### src/rtl/geo_bounds_dateline_split_macros.svh
// assertion macros for the bounding box block
// included by modules that carry concurrent assertions; no other dependencies
`ifndef GEO_BOUNDS_DATELINE_SPLIT_MACROS_SVH
`define GEO_BOUNDS_DATELINE_SPLIT_MACROS_SVH

// antecedent implies consequent in the same cycle
`define GBDS_ASSERT_SAME(lbl, clk, rst, ante, cons, msg) \
  lbl: assert property (@(posedge clk) disable iff (rst) (ante) |-> (cons)) else $error(msg);

// antecedent implies consequent in the following cycle
`define GBDS_ASSERT_NEXT(lbl, clk, rst, ante, cons, msg) \
  lbl: assert property (@(posedge clk) disable iff (rst) (ante) |=> (cons)) else $error(msg);

`endif

### src/rtl/gbds_pkg.sv
// shared types and constants for the bounding box / dateline split block
// no dependencies; used by the controller, the datapath and the top level
package gbds_pkg;

  // field widths
  localparam int ACT_W     = 2;
  localparam int XW        = 25;
  localparam int YW        = 24;
  localparam int SPLIT_W   = 26;
  localparam int OXW       = 27;
  localparam int OYW       = 24;
  localparam int RECT_W    = 1 + 2 * OXW + 2 * OYW;
  localparam int IN_TDATA_W  = 56;
  localparam int OUT_TDATA_W = 208;

  // default fraction bits of the fixed point coordinates
  localparam int COORD_FRAC_BITS_DEF = 16;

  // action codes
  typedef enum logic [ACT_W-1:0] {
    ACT_ADD    = 2'd0,
    ACT_REPORT = 2'd1,
    ACT_CLEAR  = 2'd2
  } action_t;

  // controller states
  typedef enum logic [1:0] {
    ST_IDLE,
    ST_PREP,
    ST_EXEC
  } state_t;

  // controller to datapath
  typedef struct packed {
    logic load;
    logic prep;
    logic exec;
  } gbds_cmd_t;

  // datapath to controller
  typedef struct packed {
    logic [ACT_W-1:0] act;
    logic             out_busy;
  } gbds_stat_t;

endpackage

### src/rtl/geo_bounds_dateline_split.sv
// top level of the bounding box with dateline split
// depends on gbds_pkg, gbds_ctrl, gbds_datapath and the assertion macro header
//
//  channel  | direction | tdata / tuser contents
//  ---------+-----------+---------------------------------------------------
//  s_*      | in        | tuser: action; tdata: x_coord, y_coord, flags
//  m_*      | out       | tdata: rect1 then rect2 (empty, xmin, xmax, ymin, ymax)
//  cfg_*    | in        | split_lon write, no read-back
//
// each transaction passes through three steps: accept, prepare (unwrap, containment,
// window edge), execute (box update or rectangle build); the next transaction
// is taken in the cycle after execute.
// a report holds in execute while an earlier result waits in the output register.
// reset (rst, synchronous) empties the box and sets split_lon to -180 deg.
`include "geo_bounds_dateline_split_macros.svh"
module geo_bounds_dateline_split import gbds_pkg::*; #(
  parameter int COORD_FRAC_BITS = COORD_FRAC_BITS_DEF
) (
  input  logic                   clk,
  input  logic                   rst,
  input  logic                   s_tvalid,
  output logic                   s_tready,
  // x_coord[24:0], y_coord[48:25], over_north[49], over_south[50], zero pad
  input  logic [IN_TDATA_W-1:0]  s_tdata,
  // action[1:0]
  input  logic [ACT_W-1:0]       s_tuser,
  output logic                   m_tvalid,
  input  logic                   m_tready,
  // rect1_empty, rect1_xmin, rect1_xmax, rect1_ymin, rect1_ymax,
  // rect2_empty, rect2_xmin, rect2_xmax, rect2_ymin, rect2_ymax, zero pad
  output logic [OUT_TDATA_W-1:0] m_tdata,
  input  logic                   cfg_we,
  input  logic [SPLIT_W-1:0]     cfg_wdata
);

  gbds_cmd_t  cmd;
  gbds_stat_t stat;

  gbds_ctrl u_ctrl (
    .clk      (clk),
    .rst      (rst),
    .s_tvalid (s_tvalid),
    .s_tready (s_tready),
    .stat     (stat),
    .cmd      (cmd)
  );

  gbds_datapath #(
    .COORD_FRAC_BITS (COORD_FRAC_BITS)
  ) u_datapath (
    .clk       (clk),
    .rst       (rst),
    .cmd       (cmd),
    .stat      (stat),
    .s_tdata   (s_tdata),
    .s_tuser   (s_tuser),
    .cfg_we    (cfg_we),
    .cfg_wdata (cfg_wdata),
    .m_tvalid  (m_tvalid),
    .m_tready  (m_tready),
    .m_tdata   (m_tdata)
  );

  // an accepted transaction keeps the input closed while it is processed
  `GBDS_ASSERT_NEXT(a_busy_after_accept, clk, rst, s_tvalid && s_tready, !s_tready, "input open during processing")
  // an empty rectangle carries all-zero coordinates
  `GBDS_ASSERT_SAME(a_rect1_empty_zero, clk, rst, m_tvalid && m_tdata[0], m_tdata[RECT_W-1:1] == '0, "rect1 empty with coordinates")
  `GBDS_ASSERT_SAME(a_rect2_empty_zero, clk, rst, m_tvalid && m_tdata[RECT_W], m_tdata[2*RECT_W-1:RECT_W+1] == '0, "rect2 empty with coordinates")
  // a new result appears only out of the execute step
  `GBDS_ASSERT_SAME(a_result_from_exec, clk, rst, $rose(m_tvalid), $past(!s_tready), "result without execute")

endmodule

### src/rtl/gbds_ctrl.sv
// controller state machine: accept, prepare, execute
// depends on gbds_pkg
module gbds_ctrl import gbds_pkg::*; (
  input  logic       clk,
  input  logic       rst,
  input  logic       s_tvalid,
  output logic       s_tready,
  input  gbds_stat_t stat,
  output gbds_cmd_t  cmd
);

  state_t state, state_next;

  // state register
  always_ff @(posedge clk) begin
    if (rst) begin
      state <= ST_IDLE;
    end else begin
      state <= state_next;
    end
  end

  // next state and commands
  always_comb begin
    state_next = state;
    cmd        = '0;
    s_tready   = 1'b0;
    case (state)
      ST_IDLE: begin
        s_tready = 1'b1;
        if (s_tvalid) begin
          cmd.load   = 1'b1;
          state_next = ST_PREP;
        end
      end
      ST_PREP: begin
        cmd.prep   = 1'b1;
        state_next = ST_EXEC;
      end
      ST_EXEC: begin
        // a report waits for the output register to free up
        if (!(stat.act == ACT_REPORT && stat.out_busy)) begin
          cmd.exec   = 1'b1;
          state_next = ST_IDLE;
        end
      end
      default: begin
        state_next = ST_IDLE;
      end
    endcase
  end

endmodule

### src/rtl/gbds_datapath.sv
// datapath: item registers, bounding box, split window and result register
// depends on gbds_pkg; driven by gbds_ctrl commands
module gbds_datapath import gbds_pkg::*; #(
  parameter int COORD_FRAC_BITS = COORD_FRAC_BITS_DEF
) (
  input  logic                   clk,
  input  logic                   rst,
  input  gbds_cmd_t              cmd,
  output gbds_stat_t             stat,
  input  logic [IN_TDATA_W-1:0]  s_tdata,
  input  logic [ACT_W-1:0]       s_tuser,
  input  logic                   cfg_we,
  input  logic [SPLIT_W-1:0]     cfg_wdata,
  output logic                   m_tvalid,
  input  logic                   m_tready,
  output logic [OUT_TDATA_W-1:0] m_tdata
);

  // internal width: holds split_lon + 360 deg and a box shifted by 360 deg
  localparam int AccW = ((COORD_FRAC_BITS + 10 > OXW) ? COORD_FRAC_BITS + 10 : OXW) + 2;

  localparam logic signed [AccW-1:0] DEG90   = AccW'(64'sd90 <<< COORD_FRAC_BITS);
  localparam logic signed [AccW-1:0] DEG180  = AccW'(64'sd180 <<< COORD_FRAC_BITS);
  localparam logic signed [AccW-1:0] DEG360  = AccW'(64'sd360 <<< COORD_FRAC_BITS);
  localparam logic signed [AccW-1:0] NDEG90  = AccW'(-(64'sd90 <<< COORD_FRAC_BITS));
  localparam logic signed [AccW-1:0] NDEG180 = AccW'(-(64'sd180 <<< COORD_FRAC_BITS));
  localparam logic signed [AccW-1:0] NDEG360 = AccW'(-(64'sd360 <<< COORD_FRAC_BITS));
  localparam logic signed [SPLIT_W-1:0] SPLIT_RST =
    SPLIT_W'(-(64'sd180 <<< COORD_FRAC_BITS));

  typedef struct packed {
    logic                   empty;
    logic signed [AccW-1:0] xmin;
    logic signed [AccW-1:0] xmax;
    logic signed [AccW-1:0] ymin;
    logic signed [AccW-1:0] ymax;
  } rect_t;

  // clip to the longitude window and to the latitude range
  function automatic rect_t clip_rect(input rect_t r, input logic signed [AccW-1:0] lo,
                                      input logic signed [AccW-1:0] hi);
    rect_t c;
    c = r;
    if ($signed(r.xmin) < lo) c.xmin = lo;
    if ($signed(r.xmax) > hi) c.xmax = hi;
    if ($signed(r.ymin) < NDEG90) c.ymin = NDEG90;
    if ($signed(r.ymax) > DEG90) c.ymax = DEG90;
    if ($signed(c.xmin) > $signed(c.xmax) || $signed(c.ymin) > $signed(c.ymax)) begin
      c.empty = 1'b1;
    end
    return c;
  endfunction

  // output fields of one rectangle, lowest bit first: empty, xmin, xmax, ymin, ymax
  function automatic logic [RECT_W-1:0] pack_rect(input rect_t r);
    logic [RECT_W-1:0] p;
    if (r.empty) begin
      p = {{(RECT_W-1){1'b0}}, 1'b1};
    end else begin
      p = {r.ymax[OYW-1:0], r.ymin[OYW-1:0], r.xmax[OXW-1:0], r.xmin[OXW-1:0], 1'b0};
    end
    return p;
  endfunction

  // item registers
  logic [ACT_W-1:0]     act;
  logic signed [XW-1:0] x_in;
  logic signed [YW-1:0] y_in;
  logic                 north;
  logic                 south;

  // configuration and box state
  logic signed [SPLIT_W-1:0] split_lon;
  logic                      box_empty;
  logic signed [AccW-1:0]    box_xmin, box_xmax;
  logic signed [YW-1:0]      box_ymin, box_ymax;

  // prepare stage registers
  logic signed [AccW-1:0] x_adj;
  logic                   in_box;
  logic signed [AccW-1:0] win_hi;
  logic                   lo_cut;
  logic signed [AccW-1:0] sh_xmin, sh_xmax;

  logic signed [AccW-1:0] x_ext, split_ext, x_adj_next, shift_c;
  logic                   in_box_next, lo_cut_next;
  rect_t                  box_rect, r1, r2;

  assign x_ext     = {{(AccW-XW){x_in[XW-1]}}, x_in};
  assign split_ext = {{(AccW-SPLIT_W){split_lon[SPLIT_W-1]}}, split_lon};

  assign stat.act      = act;
  assign stat.out_busy = m_tvalid && !m_tready;

  // latch the accepted transaction
  always_ff @(posedge clk) begin
    if (cmd.load) begin
      act   <= s_tuser;
      x_in  <= s_tdata[XW-1:0];
      y_in  <= s_tdata[XW+YW-1:XW];
      north <= s_tdata[XW+YW];
      south <= s_tdata[XW+YW+1];
    end
  end

  // point unwrap, containment and window edge
  always_comb begin
    in_box_next = x_ext >= box_xmin && x_ext <= box_xmax &&
                  y_in >= box_ymin && y_in <= box_ymax;
    if (box_xmax > DEG90 && x_ext < NDEG90) begin
      x_adj_next = x_ext + DEG360;
    end else if (box_xmin < NDEG90 && x_ext > DEG90) begin
      x_adj_next = x_ext + NDEG360;
    end else begin
      x_adj_next = x_ext;
    end
    lo_cut_next = box_xmin < split_ext;
    shift_c     = lo_cut_next ? DEG360 : NDEG360;
  end

  always_ff @(posedge clk) begin
    if (cmd.prep) begin
      x_adj   <= x_adj_next;
      in_box  <= in_box_next;
      win_hi  <= split_ext + DEG360;
      lo_cut  <= lo_cut_next;
      sh_xmin <= box_xmin + shift_c;
      sh_xmax <= box_xmax + shift_c;
    end
  end

  // report rectangles
  always_comb begin
    rect_t sh_rect;
    box_rect.empty = 1'b0;
    box_rect.xmin  = box_xmin;
    box_rect.xmax  = box_xmax;
    box_rect.ymin  = {{(AccW-YW){box_ymin[YW-1]}}, box_ymin};
    box_rect.ymax  = {{(AccW-YW){box_ymax[YW-1]}}, box_ymax};
    sh_rect        = box_rect;
    sh_rect.xmin   = sh_xmin;
    sh_rect.xmax   = sh_xmax;
    r1             = '0;
    r1.empty       = 1'b1;
    r2             = r1;
    if (!box_empty) begin
      if (north || south) begin
        r1.empty = 1'b0;
        r1.xmin  = NDEG180;
        r1.xmax  = DEG180;
        r1.ymin  = south ? NDEG90 : box_rect.ymin;
        r1.ymax  = north ? DEG90 : box_rect.ymax;
      end else if (lo_cut || box_xmax > win_hi) begin
        r1 = clip_rect(box_rect, split_ext, win_hi);
        r2 = clip_rect(sh_rect, split_ext, win_hi);
      end else begin
        r1 = box_rect;
      end
    end
  end

  // split register
  always_ff @(posedge clk) begin
    if (rst) begin
      split_lon <= SPLIT_RST;
    end else if (cfg_we) begin
      split_lon <= cfg_wdata;
    end
  end

  // box update
  always_ff @(posedge clk) begin
    if (rst) begin
      box_empty <= 1'b1;
      box_xmin  <= '0;
      box_xmax  <= '0;
      box_ymin  <= '0;
      box_ymax  <= '0;
    end else if (cmd.exec) begin
      if (act == ACT_CLEAR) begin
        box_empty <= 1'b1;
        box_xmin  <= '0;
        box_xmax  <= '0;
        box_ymin  <= '0;
        box_ymax  <= '0;
      end else if (act == ACT_ADD) begin
        if (box_empty) begin
          box_empty <= 1'b0;
          box_xmin  <= x_ext;
          box_xmax  <= x_ext;
          box_ymin  <= y_in;
          box_ymax  <= y_in;
        end else if (!in_box) begin
          if (x_adj < box_xmin) box_xmin <= x_adj;
          if (x_adj > box_xmax) box_xmax <= x_adj;
          if (y_in < box_ymin) box_ymin <= y_in;
          if (y_in > box_ymax) box_ymax <= y_in;
        end
      end
    end
  end

  // result register
  always_ff @(posedge clk) begin
    if (rst) begin
      m_tvalid <= 1'b0;
    end else if (cmd.exec && act == ACT_REPORT) begin
      m_tvalid <= 1'b1;
    end else if (m_tready) begin
      m_tvalid <= 1'b0;
    end
  end

  always_ff @(posedge clk) begin
    if (cmd.exec && act == ACT_REPORT) begin
      m_tdata <= {{(OUT_TDATA_W-2*RECT_W){1'b0}}, pack_rect(r2), pack_rect(r1)};
    end
  end

endmodule
### config.mk
export PLATFORM = sky130hd
export DESIGN_NAME = geo_bounds_dateline_split
export DESIGN_NICKNAME = d
export VERILOG_FILES = /design/src/rtl/gbds_pkg.sv /design/src/rtl/geo_bounds_dateline_split.sv /design/src/rtl/gbds_ctrl.sv /design/src/rtl/gbds_datapath.sv
export VERILOG_INCLUDE_DIRS = /design/src /design/src/rtl
export SDC_FILE = /design/constraint.sdc
export NUM_CORES = 1
export LEC_CHECK = 0
export BUFFER_PORTS_ARGS = -buffer_cell sky130_fd_sc_hd__buf_2
export CORE_MARGIN = 2
export CORE_UTILIZATION = 45
export CTS_CLUSTER_DIAMETER = 60
export CTS_CLUSTER_SIZE = 40
export DETAILED_ROUTE_END_ITERATION = 6
export PLACE_DENSITY = 0.7
export RECOVER_POWER = 100
export SETUP_SLACK_MARGIN = 0.1
export SYNTH_ARGS = -nofsm -noshare
export SYNTH_HDL_FRONTEND = slang
export SYNTH_HIERARCHICAL = 1
export SYNTH_SLANG_ARGS = --single-unit
### constraint.sdc
create_clock -name clk -period 21.8 [get_ports clk]
set_input_delay 0 -clock clk [delete_from_list [all_inputs] [get_ports clk]]
set_output_delay 0 -clock clk [all_outputs]
set_load 0.02 [all_outputs]
==> results.md <==
* RSZ-0062 raised after global routing: no
* H-tree depth at 2
* Crit end category: flop
* Vias in the first global route at 21.7k
* Critical path type: reg -> reg
* Critical Path Fanout Max at 41
* Initial Utilization at 0.456
* Clock Skew at 28.0 ps
* Hold Crit Class: in -> reg
* Total CTS buffers at 43
* Synth Area per Inst at 10.9 um2
* Clk buf depth at 3
* Root Driver: clkbuf_16
* Global-route wire length before repair at 129000 um
* Initial DRC Count at 1944
* Clock Pin Slew Worst Setup and Hold Paths at 80 ps
* GR Util met2 at 0.405
* WL per Instance at 21.9 um
* Die X at 257 um
* Fin area at 33100 um2
* Min cycle time layout at 10630 ps
* Mapped Cells at 2638
* Via count at 22.0k
* CTS sink cnt at 505
* Placed wire-length estimate at 64300 um
* Max Freq at 94.1 MHz
* Met3 usage in global routing at 0.0322
* Commonest cells after routing, fill and taps aside: edfxtp_1 (373), ha_1 (363), nand2_1 (248), clkbuf_1 (238)
* Port bufs at 291
* Fin nets at 3438
* Synthesis Warnings at 6
* Area of the multi-input gates at 13700 um2
* Leakage at 12.8 nW
* Register area share after synthesis at 0.481
* Pin count of the biggest net entering global routing at 172
* Final setup violation count at 0
* Antenna violations before repair at 1
* Final WL at 84800 um
* Cell Chain, Critical Path: inv_1, ha_1, a21oi_1, o21ai_0, a2111oi_0, a211oi_1, o21ai_2, clkbuf_1, inv_1, a21boi_0, inv_1, ha_1, nand3_1, o21bai_1, a211o_1, o211ai_1, o211ai_1, and2_0, a211oi_1, nor4_1
* GRT Resource Usage Total at 0.253
* Yosys cell types at 72
* Worst Tran Pin Value at 9230 ps
* Area of the core at 63100 um2
* Layout cells sized above 1 at 0.0739
* Syn-to-layout area delta at 15.1%
* # rows at 92
* Top Ports at 299
* Gp weighted congestion at 0.939
* Status: finished with violations
* Hold path startpoint: s_tuser[1]
* Die area at 65900 um2
* N_diodes at 0
* Yosys reg bits at 505
* Pwr Total at 2.24 mW
* Failing checks: capacitance limit, slew limit
* Met1 Use GR at 0.359
* Power Density at 67.8 nW/um2
* Synthesized area at 28800 um2
* TNS Setup at 0 ps
* Routed vias/inst at 5.70
* Slew Limit Fails at 711
* Synth async-reset ratio at 0
* GRT busiest layer: met2
* Max incr delay on CP at 2210 ps
* CTS tree: built
* Most used cell along the critical path: inv_1
* Max cap viols at 13
* Dpl cell area at 31100 um2
* Main synth FF type: edfxtp_1
* CP max stage cell: a211oi_1
* Final number of hold-violating endpoints at 0
* Sequential Area at 13800 um2
* Die height at 257 um
* Worst Path Required at 21980 ps
* DR DRC count at 0
* Leading cell type in the layout, fill and taps excluded: edfxtp_1
* Antenna viol nets, final at 0
* Post-CTS sizing at 0
* Max rail drop VDD at 0.0505 mV
* GRT overflow at 0
* Post-synth EDFFs at 373
* Drt first pass iters at 5
* CP startpoint: u_datapath/split_lon[12]
* CP Launch Type: flop
* Filler instances at 5682
* Critical Path AT at 10810 ps
* Tcrit/Tclk final at 0.488
* Rel. slew slack at -5.15
* R2R Path Start: u_datapath/split_lon[12]
* Clock Latency Late Sink at 610 ps
-- power by group --
part | leakage, nW | internal (mW) | total [mW] | switching [mW]
clock | 0.746 | 0.410 | 0.835 | 0.425
sequential | 4.32 | 1.06 | 1.09 | 0.0323
combinational | 7.73 | 0.125 | 0.316 | 0.191
-- metrics by stage --
step,cells,setup slack [ps],util,hold slack (ps)
floorplan,2639,11450,-,72.4
global placement,3699,14500,0.493,178
detailed placement,3699,14430,0.493,178
CTS,3864,14360,0.531,0.365
global route,3864,10690,0.525,98.6
finish,3864,11170,0.525,108
-- timing repair --
item,4_1_cts,5_1_grt
endpoints found under the hold margin,81,0
hold buffers,86,0
buffers inserted,0,0
-- area by class of cell --
cell class / count / area share
clock buffers: 44 / 0.0329
clock inverters: 35 / 0.0134
inverters: 208 / 0.0236
multi-input cells: 1824 / 0.414
flip-flops and latches: 505 / 0.418
well taps: 846 / 0.0320
repair buffers: 402 / 0.0656
-- sequential cells by signal, summed over array words and instances (netlist names), 24 cells and up --
signal and count:
u_datapath/box_ymin 24, u_datapath/box_xmin 27, u_datapath/win_hi 27, u_datapath/sh_xmax 29, u_datapath/x_adj 27, u_datapath/x_in 25, u_datapath/box_ymax 24, u_datapath/m_tdata 206
u_datapath/box_xmax 27, u_datapath/y_in 24, u_datapath/sh_xmin 29, u_datapath/split_lon 26
-- worst max-delay path: cells and delay by family (launching register included) --
kind            cells  cell delay, ps
compound gates     11            5360
fa+ha+maj           2             660
flops               1             490
simple gates        3             640
buf+inv             4            3010
-- final timing paths --
kind | end | slack, ps | depth (start not counted)
min reg2reg | u_datapath/box_ymin[1] | 470 | 1
max | u_datapath/m_tdata[97] | 11170 | 20
max reg2reg | u_datapath/m_tdata[97] | 11170 | 20
min | u_datapath/act[1] | 110 | 2
-- cell usage after synthesis (9+ instances only) --
library cell,instances,area share
mux2i_1,158,0.055
a21o_1,69,0.018
nand4_1,58,0.013
ha_1,363,0.16
buf_2,22,0.0038
o21a_1,13,0.0034
nor2b_1,57,0.012
clkbuf_1,63,0.0082
o21ai_0,74,0.013
o211ai_1,14,0.0037
nor2_1,208,0.027
mux2_2,47,0.018
o21bai_1,9,0.0023
xnor2_1,13,0.0040
dfxtp_1,132,0.092
nand2b_1,12,0.0026
nand2_1,248,0.032
nand3_1,29,0.0050
edfxtp_1,373,0.39
inv_1,207,0.027
a21boi_0,24,0.0063
a211oi_1,38,0.0099
and4_1,11,0.0034
nor4_1,57,0.012
a21oi_1,129,0.022
nor3_1,35,0.0061
a32o_1,24,0.0084
-- cells by family after synthesis --
group	Yosys count	synth area share
muxes	212	0.0761
and+or+nand+nor	756	0.125
adders and majority gates	365	0.159
xor gates and xnor gates	20	0.00609
other	1	0.000130
buffers and inverters	310	0.0431
AOI/OAI and AO/OA	469	0.109
DFF	505	0.481
-- per-layer routing --
metal  routed length (um)  part of all wire
met1                37900              0.45
met2                38600              0.46
met3                 5870             0.069
met4                 2440             0.029
met5                    0                 0
Power figures use the tool's default switching activity.
